`src/design/bdgw_pkg.sv`:
```
// ----------------------------------------------------------------------------
// bdgw_pkg
// Shared types and constants for the gradient-weighted Bayer demosaic.
// ----------------------------------------------------------------------------
`default_nettype none

package bdgw_pkg;

  localparam int unsigned RawBits        = 10;
  localparam int unsigned PosBits        = 12;
  localparam int unsigned SizeBits       = 13;
  localparam int unsigned LineRows       = 4;
  localparam int unsigned PosLimit       = 4096;
  localparam int unsigned MaxLineWidthDef = 4096;
  localparam int unsigned DivSteps       = 8;

  localparam logic [SizeBits-1:0] WidthReset  = 13'd640;
  localparam logic [SizeBits-1:0] HeightReset = 13'd480;
  localparam logic [SizeBits-1:0] SizeMin     = 13'd5;

  // configuration register indexes
  localparam logic CfgFrameWidth  = 1'b0;
  localparam logic CfgFrameHeight = 1'b1;

  typedef struct packed {
    logic accept;    // take an input beat, read the line store
    logic shift;     // shift the window, write the line store
    logic calc;      // averages and gradients
    logic mul;       // weight products
    logic sum;       // numerator, denominator, divider load
    logic div_step;  // one quotient bit
    logic load_out;  // move the result into the output register
  } bdgw_cmd_t;

  typedef struct packed {
    logic interior;  // current pixel has a result
    logic out_free;  // output register can take a result
  } bdgw_stat_t;

endpackage

`default_nettype wire

```
`src/design/bdgw_ctrl.sv`:
```
// ----------------------------------------------------------------------------
// bdgw_ctrl
// Sequencer: walks one pixel through read, window shift, math and output.
// ----------------------------------------------------------------------------
`default_nettype none

module bdgw_ctrl
  import bdgw_pkg::*;
(
  input  wire logic       clk_i,
  input  wire logic       rst_ni,
  input  wire logic       in_valid_i,
  output logic            in_stall_o,
  input  wire bdgw_stat_t stat_i,
  output bdgw_cmd_t       cmd_o
);

  typedef enum logic [6:0] {
    StIdle  = 7'b0000001,
    StShift = 7'b0000010,
    StCalc  = 7'b0000100,
    StMul   = 7'b0001000,
    StSum   = 7'b0010000,
    StDiv   = 7'b0100000,
    StOut   = 7'b1000000
  } state_e;

  localparam int unsigned CntBits = $clog2(DivSteps);

  state_e              state_q, state_d;
  logic [CntBits-1:0]  cnt_q, cnt_d;

  always_comb begin
    state_d = state_q;
    cnt_d   = cnt_q;
    cmd_o   = '0;
    unique case (state_q)
      StIdle: begin
        cmd_o.accept = in_valid_i;
        if (in_valid_i) state_d = StShift;
      end
      StShift: begin
        cmd_o.shift = 1'b1;
        state_d = stat_i.interior ? StCalc : StIdle;
      end
      StCalc: begin
        cmd_o.calc = 1'b1;
        state_d = StMul;
      end
      StMul: begin
        cmd_o.mul = 1'b1;
        state_d = StSum;
      end
      StSum: begin
        cmd_o.sum = 1'b1;
        cnt_d = '0;
        state_d = StDiv;
      end
      StDiv: begin
        cmd_o.div_step = 1'b1;
        cnt_d = cnt_q + 1'b1;
        if (cnt_q == CntBits'(DivSteps - 1)) state_d = StOut;
      end
      StOut: begin
        cmd_o.load_out = stat_i.out_free;
        if (stat_i.out_free) state_d = StIdle;
      end
      default: state_d = StIdle;
    endcase
  end

  assign in_stall_o = (state_q != StIdle);

  always_ff @(posedge clk_i or negedge rst_ni) begin
    if (!rst_ni) begin
      state_q <= StIdle;
      cnt_q   <= '0;
    end else begin
      state_q <= state_d;
      cnt_q   <= cnt_d;
    end
  end

endmodule

`default_nettype wire

```
`config.mk`:
```
export PLATFORM = sky130hd
export DESIGN_NAME = bdgw_ctrl
export DESIGN_NICKNAME = d
export VERILOG_FILES = /design/src/design/bdgw_pkg.sv /design/src/design/bdgw_ctrl.sv
export SDC_FILE = /design/constraint.sdc
export NUM_CORES = 1
export LEC_CHECK = 0
export BUFFER_PORTS_ARGS = -buffer_cell sky130_fd_sc_hd__buf_4
export CAP_MARGIN = 40
export CELL_PAD_IN_SITES_DETAIL_PLACEMENT = 2
export CELL_PAD_IN_SITES_GLOBAL_PLACEMENT = 2
export CORE_MARGIN = 8
export CORE_UTILIZATION = 31
export CTS_CLUSTER_DIAMETER = 50
export DETAILED_ROUTE_END_ITERATION = 8
export PLACE_DENSITY = 0.75
export SETUP_SLACK_MARGIN = 0.2
export SLEW_MARGIN = 30
export SYNTH_ARGS = -nofsm -noshare
export SYNTH_HDL_FRONTEND = slang
export SYNTH_SLANG_ARGS = --single-unit
```
`constraint.sdc`:
```
create_clock -name clk_i -period 1.6 [get_ports clk_i]
set_input_delay 0.08 -clock clk_i [delete_from_list [all_inputs] [get_ports clk_i]]
set_output_delay 0.08 -clock clk_i [all_outputs]
set_load 0.01 [all_outputs]
```
==> impl_metrics.ini, run 1 <==
[outcome]
status = did not finish
lastStage = 5_1_grt
error_line = [ERROR DPL-0033] detailed placement checks failed during check placement.

[logic_synthesis]
synth_top_area_share_pct = 35.2
netlist_top_cells_area = dfrtp_1 35%, nor4b_1 5.5%, dfstp_2 4.1%
synth_cells = 67
ys_ff_latch = 10
post-synth-top-area-cell = dfrtp_1
synthesis.nets = 74
synth-main-ff-cell = dfrtp_1
synth_edf_count = 0
yosysSeqAreaShare_pct = 39.3
syn_area_per_cell_um2 = 9.56
async_flop_share_pct = 100
netlist_area_um2 = 641
synth_warnings = 0
synthDistinctLibCells = 31

[floorplanning]
die_w_um = 61.5
row_count = 16
initial_core_util_pct = 32.7
ios = 13
die_h_um = 61.5

[cts]
cts_root_buffer = clkbuf_4
clk_path_buf_depth = 2
clock-sinks = 10
cts_buffers = 3
htree_levels = 1

[timing]
crit_endpoint = cmd_o[1]
worstEpCategory = output port

[place]
gp_congestion = 0.761
place_hpwl_um = 1460
portBuffers = 12

[global_route]
antenna_found_initial = 0
grt_max_degree = 11
-- cell usage after synthesis, drive strengths merged, types with 2 or more instances --
library cell  count
a22o              3
o311ai            2
buf               2
nor4b             4
nor2              5
nor3              2
or2               2
or3b              2
o21ai             5
a21oi             3
inv               2
dfrtp             9
ha                2
nand2b            5
nand2             5
and2              2
nor3b             2
-- through the flow --
stage	TNS [ns]	instances	cell area [um2]	setup WS [ns]
3_5_place_dp	0	113	832	0.0989
3_3_place_gp	0	113	832	0.125
2_1_floorplan	0	67	647	0.182
4_1_cts	-0.400	135	1100	-0.166
-- timing repair --
item                                    in CTS
endpoints found under the setup margin      15
hold buffers                                 2
setup buffers                               16
cloned                                       0
gates resized for setup                     28
endpoints found under the hold margin       11
pin swaps                                   13
-- logic make-up after synthesis --
family / Yosys count / share of synthesized area (%)
and+or+nand+nor: 35 / 37.9
adders and majority gates: 2 / 3.91
AOI/OAI and AO/OA: 14 / 14.3
buffers and inverters: 5 / 3.32
xor gates and xnor gates: 1 / 1.37
DFF: 10 / 39.3
==> run 2: changes to the inputs <==
==> config.mk (replaced) <==
export PLATFORM = sky130hd
export DESIGN_NAME = bdgw_ctrl
export DESIGN_NICKNAME = d
export VERILOG_FILES = /design/src/design/bdgw_pkg.sv /design/src/design/bdgw_ctrl.sv
export SDC_FILE = /design/constraint.sdc
export NUM_CORES = 1
export LEC_CHECK = 0
export BUFFER_PORTS_ARGS = -buffer_cell sky130_fd_sc_hd__buf_4
export CAP_MARGIN = 40
export CORE_AREA = 8 8 69 71
export DETAILED_ROUTE_END_ITERATION = 8
export DIE_AREA = 0 0 77 79
export PLACE_DENSITY_LB_ADDON = 0.15
export SLEW_MARGIN = 30
export SYNTH_ARGS = -nofsm -noshare
export SYNTH_HDL_FRONTEND = slang
export SYNTH_SLANG_ARGS = --single-unit
==> impl_metrics.ini, run 2 <==
[logic_synthesis]
post-synth-top-area-cell = dfrtp_1
ys_ff_latch = 10
synth_edf_count = 0
synth_common_cells = 9 x dfrtp_1, 5 x nand2_1, 5 x nor2_1, 5 x o21ai_0
synth_top_area_share_pct = 35.2
syn_area_per_cell_um2 = 9.56
async_flop_share_pct = 100
netlist_area_um2 = 641
synthesis.nets = 74
synth_warnings = 0
synth-main-ff-cell = dfrtp_1
netlist_top_cells_area = dfrtp_1 35%, nor4b_1 5.5%, dfstp_2 4.1%
synthDistinctLibCells = 31
synth_cells = 67
yosysSeqAreaShare_pct = 39.3
yosysMostFrequentCell = dfrtp_1

[global_route]
grt_max_degree = 12
grt_pass1_vias = 593
grt_use_total_pct = 5.50
grt_overflow = 0
antenna_found_initial = 0
grt_pass1_wl_um = 2700

[detailed_routing]
wirelength_um = 1620
drc = 0
postRouteAntennaNets = 0
initialDrtViolationCount = 8
vias = 564
vias_per_cell = 3.97
wl_per_cell_um = 11.4
drtPass1Iterations = 4

[final_layout]
stdcell_count = 142
fill_cells = 423
final_common_cell = buf_4
regMostFlops = state_q
largestRegisters = state_q x7, cnt_q x3
n_antenna_cell = 0
final_layout_size_suffix_gt1_share_pct = 48.9
fin_nets = 100
design_area_um2 = 996
largest_reg_flops = 7
area_delta_synth_final_pct = 55.5
final_cell_mix = 19 x buf_4, 5 x nand2_1, 5 x dfrtp_1

[place]
dp.cells = 133
dpl_cell_area_um2 = 832
gp_congestion = 0.703
place_hpwl_um = 1220
portBuffers = 12

[timing]
fin_crit_ns = 1.71
worst_hold_slack_ns = 0.0319
tns_ns = -0.157
max_freq_mhz = 584
relSlewSlack_pct = 76.0
slew_viol_final = 0
rsz0062_at_grt = true
setup_viol = 2
fin_crit_sh_pct = 107
finClkSkew_ns = 0.00433
hold_viol_final = 0
worst_slack_ns = -0.112
worst_pin_slew_ns = 0.355

[critical_path]
path_class = register to output port
critPathTopFamily = simple AND/OR/NAND/NOR gates
slowest_delay_ns = 0.42
startpoint_type = register
crit_buf_inv = 2
worstPathCellList = nor4_4, nand2b_2, or3b_4, inv_2, buf_6
crit_path_max_fanout = 3
crit_slowest_cell = dfrtp_2
cp.arrival_ns = 1.63
cp_data_required_time_ns = 1.52
endpoint_kind = output port

[cts]
clkTransAtPathRegs_ns = 0.05
cts_root_buffer = clkbuf_8
clk_latency_ns = 0.24
cts_tree = yes
htree_levels = 1
clock-sinks = 10
cts_buffers = 3
clk_path_buf_depth = 2

[outcome]
status = finished with violations
failed_checks = negative setup slack

[floorplanning]
dieArea_um2 = 6080
initial_core_util_pct = 16.9
ios = 13
core_area_um2 = 3800
die_h_um = 79
row_count = 23
die_w_um = 77

[flow_run]
maxCapViolCount = 0

[worst_hold_path]
hold_path.class = input port to register

[pwr]
p_leak_nw = 0.431
power.density_nw_per_um2 = 1290
peakVddDrop_v = 0.000650
==> run 2: per-stage QoR <==
step	worst slack (ns)	total power, mW	util, %
floorplan	0.162	0.641	-
global placement	0.118	0.826	21.9
detailed placement	0.107	0.827	21.9
CTS	-0.126	1.19	24.6
global route	-0.163	1.37	26.2
finish	-0.112	1.28	26.2
==> run 2: logic make-up after synthesis <==
kind of cell	after synthesis	synth area share, %
AO/OA/AOI/OAI	14	14.3
XOR/XNOR	1	1.37
flip-flops	10	39.3
adder cells (fa/ha/maj)	2	3.91
buffers and inverters	5	3.32
AND/OR/NAND/NOR	35	37.9
==> run 2: worst paths after layout <==
kind | startpoint | end | slack [ns] | depth (start not counted)
worst min-delay path | in_valid_i | state_q[0] | 0.03 | 2
worst max-delay path | state_q[3] | cmd_o[1] | -0.11 | 5
min in group asynchronous | rst_ni | state_q[6] | 0.20 | 2
max in group asynchronous | rst_ni | state_q[0] | 1.18 | 2
worst min register to register | cnt_q[2] | cnt_q[2] | 0.53 | 1
worst max register to register | state_q[3] | cnt_q[1] | 0.03 | 5
==> run 2: layout make-up <==
class | count | area, um2 | share of cell area (%)
Multi-Input combinational cell | 52 | 417 | 41.8
Tap cell | 50 | 62.6 | 6.28
Clock buffer | 4 | 55.1 | 5.53
Inverter | 2 | 7.51 | 0.754
Sequential cell | 10 | 256 | 25.8
Timing Repair Buffer | 24 | 198 | 19.8
==> run 2: what timing repair did <==
action | 4_1_cts | 5_1_grt
cloned | 0 | 0
resized for setup | 6 | 14
buffers inserted | 2 | 3
endpoints found under the hold margin | 10 | 0
hold buffers | 1 | 0
setup endpoints to repair | 3 | 9
pin swaps | 1 | 6
==> run 2: power by group <==
group	internal (mW)	leakage [nW]	switching, mW
Clock	0.216	0.0288	0.0997
Sequential	0.308	0.129	0.0875
Combinational	0.310	0.274	0.260
==> run 2: per-layer routing <==
layer  GRT usage, %  wire length, um  up-vias
met2           8.50              688       12
met3           2.48               95        0
met5              0                0        -
met1           6.91              838      256
li1               -                -      296
met4           1.13                0        0
==> run 2: worst reg2reg max path, cell delays in order (launching register included) <==
cell	delay, ns
dfrtp_2	0.42
nor4_4	0.35
nand2b_2	0.09
buf_4	0.14
or2_4	0.24
a22o_1	0.21
Power figures use the tool's default switching activity.
==> run 3: changes to the inputs <==
--- a/config.mk
+++ b/config.mk
@@ -7,6 +7,8 @@
 export LEC_CHECK = 0
 export BUFFER_PORTS_ARGS = -buffer_cell sky130_fd_sc_hd__buf_4
 export CAP_MARGIN = 40
+export CELL_PAD_IN_SITES_DETAIL_PLACEMENT = 1
+export CELL_PAD_IN_SITES_GLOBAL_PLACEMENT = 1
 export CORE_AREA = 8 8 69 71
 export DETAILED_ROUTE_END_ITERATION = 8
 export DIE_AREA = 0 0 77 79
==> impl_metrics.ini, run 3 (synthesis gave the netlist of run 2 again) <==
[final_layout]
regMostFlops = state_q
final_util_pct = 25.6
n_antenna_cell = 0
final_layout_size_suffix_gt1_share_pct = 45.2
fin_nets = 101
largest_reg_flops = 7
final_cell_mix = 21 x buf_4, 8 x dfrtp_1, 5 x nand2_1, 5 x o21ai_0
final_common_cell = buf_4
largestRegisters = state_q x7, cnt_q x3
area_delta_synth_final_pct = 51.8

[global_route]
grt_overflow = 0
grt_pass1_wl_um = 3150
grt_max_degree = 12
grt_pass1_vias = 651
grt_use_total_pct = 6.38
antenna_found_initial = 0

[detailed_routing]
postRouteAntennaNets = 0
drc = 0
vias_per_cell = 4.10
wl_per_cell_um = 12.7
initialDrtViolationCount = 6
drtPass1Iterations = 4
wirelength_um = 1820
vias = 587

[critical_path]
reg2reg_slack_ns = 0.07
cp.arrival_ns = 1.57
startpoint_type = register
path_class = register to output port
cp_data_required_time_ns = 1.52
worstPathCellList = nor4_4, nand2b_2, or3b_4, inv_2, buf_6
crit_slowest_cell = dfrtp_1
endpoint_kind = output port
slowest_delay_ns = 0.40
reg2reg_depth = 5
r2r-end = cnt_q[1]
crit_path_max_fanout = 2
r2r_start = state_q[6]

[timing]
slew_viol_final = 0
worst_hold_slack_ns = 0.0519
setup_viol = 1
hold_viol_final = 0
fin_crit_sh_pct = 103
tns_ns = -0.0550
rsz0062_at_grt = true
relSlewSlack_pct = 73.4
worst_pin_slew_ns = 0.393
fin_crit_ns = 1.65
max_freq_mhz = 604
worst_slack_ns = -0.0550
finClkSkew_ns = 0.00145

[cts]
clkTransAtPathRegs_ns = 0.05
clk_path_buf_depth = 2
cts_tree = yes
clk_latency_ns = 0.23
clock-sinks = 10
cts_buffers = 3
htree_levels = 1
cts_root_buffer = clkbuf_8

[floorplanning]
core_area_um2 = 3800
row_count = 23
dieArea_um2 = 6080
die_w_um = 77
initial_core_util_pct = 16.9
die_h_um = 79
ios = 13

[pwr]
p_sw_mw = 0.442
power.density_nw_per_um2 = 1280
power.total_mw = 1.25
power_frac_clock_pct = 21.7
intPower_mw = 0.804
peakVddDrop_v = 0.000248
power_switching_share_pct = 35.5
p_leak_nw = 0.431
p_seq_share_pct = 29.5
power_frac_comb_pct = 48.9

[flow_run]
maxCapViolCount = 0

[place]
portBuffers = 12
place_hpwl_um = 1400
gp_congestion = 0.707

[outcome]
failed_checks = negative setup slack
status = finished with violations

[worst_hold_path]
whs_path_depth = 2
hold_path.class = input port to register
hold_path.startpoint = in_valid_i
hold_end = state_q[0]
==> run 3: changes by cell type in the layout (fill, tap and decap cells not counted), sizes merged <==
cell  before  now
buf       23   24
==> run 3: worst max path at each step <==
stage | from | to | slack, ns | cells after the start
final | state_q[6] | cmd_o[1] | -0.05 | 5
after detailed placement | state_q[6] | cmd_o[1] | 0.12 | 5
after floorplan | state_q[6] | cnt_q[0] | 0.16 | 4
after global placement | cnt_q[0] | state_q[5] | 0.13 | 4
after global routing | state_q[6] | cmd_o[1] | -0.17 | 5
after CTS | state_q[3] | cmd_o[1] | -0.09 | 5
==> run 3: cell type report <==
cell class / instances / area, um2
Fill cell: 451 / 2830
Multi-Input combinational cell: 52 / 403
Sequential cell: 10 / 253
Timing Repair Buffer: 25 / 201
Tap cell: 50 / 62.6
Clock buffer: 4 / 45.0
Inverter: 2 / 7.51
==> run 3: per-stage QoR <==
stage,instance area (um2),setup slack [ns],instances
CTS,940,-0.0948,142
finish,972,-0.0550,143
global placement,840,0.130,134
detailed placement,840,0.115,134
global route,972,-0.170,143
floorplan,641,0.162,67
==> run 3: power groups by stage <==
stage	logic (mW)	registers (mW)	clock network [mW]
floorplan	0.292	0.349	0
global route	0.673	0.376	0.293
CTS	0.563	0.368	0.284
finish	0.609	0.367	0.270
detailed placement	0.489	0.371	0
global placement	0.483	0.373	0
==> run 3: worst max-delay path: cells and delay by family, from the launching register on <==
| kind | cells | cell delay, ns |
|---|---|---|
| buffers and inverters | 2 | 0.15 |
| DFF | 1 | 0.40 |
| and+or+nand+nor | 3 | 0.78 |
==> run 3: routing by layer <==
layer  wire length, um  GRT usage [%]  share of wire, %
met4                21           2.26               1.2
met2               867           10.7                48
met3                95           2.26               5.2
met5                 0              0                 0
met1               838           7.38                46
==> run 3: what timing repair did <==
| item | in CTS | in global routing |
|---|---|---|
| resized for setup | 8 | 5 |
| hold endpoints to repair | 10 | 0 |
| hold buffers | 1 | 0 |
| setup endpoints to repair | 2 | 9 |
| pin swaps | 3 | 3 |
| buffers inserted | 3 | 1 |
==> run 4: changes to the inputs <==
--- a/config.mk
+++ b/config.mk
@@ -12,6 +12,7 @@
 export CORE_AREA = 8 8 69 71
 export DETAILED_ROUTE_END_ITERATION = 8
 export DIE_AREA = 0 0 77 79
+export HOLD_SLACK_MARGIN = 0.12
 export PLACE_DENSITY_LB_ADDON = 0.15
 export SLEW_MARGIN = 30
 export SYNTH_ARGS = -nofsm -noshare
==> constraint.sdc (replaced) <==
create_clock -name clk_i -period 1.5 [get_ports clk_i]
set_input_delay 0.075 -clock clk_i [delete_from_list [all_inputs] [get_ports clk_i]]
set_output_delay 0.075 -clock clk_i [all_outputs]
set_load 0.01 [all_outputs]
==> impl_metrics.ini, run 4 (synthesis gave the netlist of run 2 again) <==
[final_layout]
fin_nets = 112
final_layout_size_suffix_gt1_share_pct = 58.7
final_cell_mix = 28 x buf_4, 6 x dfrtp_1, 5 x nand2_1, 5 x buf_6, 4 x clkbuf_8
final_util_pct = 30.2
design_area_um2 = 1150
n_antenna_cell = 0
final_common_cell = buf_4
largestRegisters = state_q x7, cnt_q x3
largest_reg_flops = 7
area_delta_synth_final_pct = 79.3
stdcell_count = 154
regMostFlops = state_q

[critical_path]
path_class = register to output port
endpoint_kind = output port
cp.arrival_ns = 1.60
startpoint_type = register
cp_data_required_time_ns = 1.42
crit_path_max_fanout = 2

[place]
dpl_cell_area_um2 = 877
pre_cts_ws_ns = 0.0132
place_hpwl_um = 1430
gp_congestion = 0.690
dp.cells = 139
portBuffers = 12

[cts]
htree_levels = 1
clock-sinks = 10
clk_path_buf_depth = 2
cts_tree = yes
cts_buffers = 3
cts_root_buffer = clkbuf_8
clk_latency_ns = 0.24
clkTransAtPathRegs_ns = 0.06

[timing]
setup_viol = 9
worst_hold_slack_ns = 0.200
max_freq_mhz = 596
finClkSkew_ns = 0.00216
relSlewSlack_pct = 74.7
tns_ns = -0.502
rsz0062_at_grt = true
slew_viol_final = 0
fin_crit_sh_pct = 112
worst_pin_slew_ns = 0.378
hold_viol_final = 0
worst_slack_ns = -0.178
fin_crit_ns = 1.68

[pwr]
power.total_mw = 1.63
p_leak_nw = 0.497
power.density_nw_per_um2 = 1420
peakVddDrop_v = 0.000590

[floorplanning]
ios = 13
core_area_um2 = 3800
die_w_um = 77
die_h_um = 79
dieArea_um2 = 6080
row_count = 23
initial_core_util_pct = 16.9

[detailed_routing]
wirelength_um = 2100
postRouteAntennaNets = 0
vias_per_cell = 4.20
wl_per_cell_um = 13.6
vias = 647
initialDrtViolationCount = 15
drtPass1Iterations = 2
drc = 0

[global_route]
grt_pass1_vias = 676
grt_overflow = 0
grt_use_total_pct = 7.11
grt_pass1_wl_um = 3470
grt_max_degree = 12
antenna_found_initial = 0

[worst_hold_path]
hold_path.class = input port to asynchronous set/reset pin

[outcome]
status = finished with violations
failed_checks = negative setup slack

[flow_run]
maxCapViolCount = 0
-- run 4: path summary, 6_finish.rpt --
| path | end | depth (start not counted) | slack [ns] | start |
|---|---|---|---|---|
| worst max-delay path | cmd_o[1] | 5 | -0.18 | state_q[3] |
| worst min-delay path | cnt_q[1] | 2 | 0.20 | rst_ni |
| worst max register to register | cnt_q[1] | 5 | -0.03 | state_q[3] |
| worst min register to register | cnt_q[2] | 1 | 0.54 | cnt_q[2] |
| max in group asynchronous | state_q[0] | 2 | 1.07 | rst_ni |
| min in group clk_i | state_q[0] | 5 | 0.48 | stat_i[0] |
-- run 4: layout make-up --
class	instances	area [um2]
clock buffers	4	55.1
fillers	449	2650
inverters	2	7.51
multi-input cells	52	472
flip-flops and latches	10	255
well taps	50	62.6
repair buffers	36	297
-- run 4: critical path, stage by stage (launching register included) --
cell	delay, ns
dfrtp_2	0.42
nor4_4	0.31
nand2b_2	0.09
or3b_4	0.39
inv_2	0.06
buf_6	0.09
-- run 4: timing repair --
action | 4_1_cts | 5_1_grt
hold buffers | 3 | 0
cloned | 0 | 0
gates resized for setup | 18 | 14
buffers inserted | 6 | 3
pin swaps | 9 | 1
endpoints found under the hold margin | 12 | 0
endpoints found under the setup margin | 6 | 15
-- run 4: where the power goes --
| group | switching [mW] | leakage, nW | internal (mW) |
|---|---|---|---|
| clock network | 0.123 | 0.0288 | 0.232 |
| logic | 0.397 | 0.338 | 0.481 |
| registers | 0.0666 | 0.130 | 0.327 |
| total | 0.586 | 0.497 | 1.04 |
-- run 4: layer usage --
metal / vias up / GRT usage [%] / share of wire, %
met5: - / 0 / 0
met4: 0 / 2.83 / 0.95
met3: 2 / 2.03 / 3.3
met2: 13 / 11.3 / 47
met1: 316 / 8.90 / 49
li1: 316 / - / -
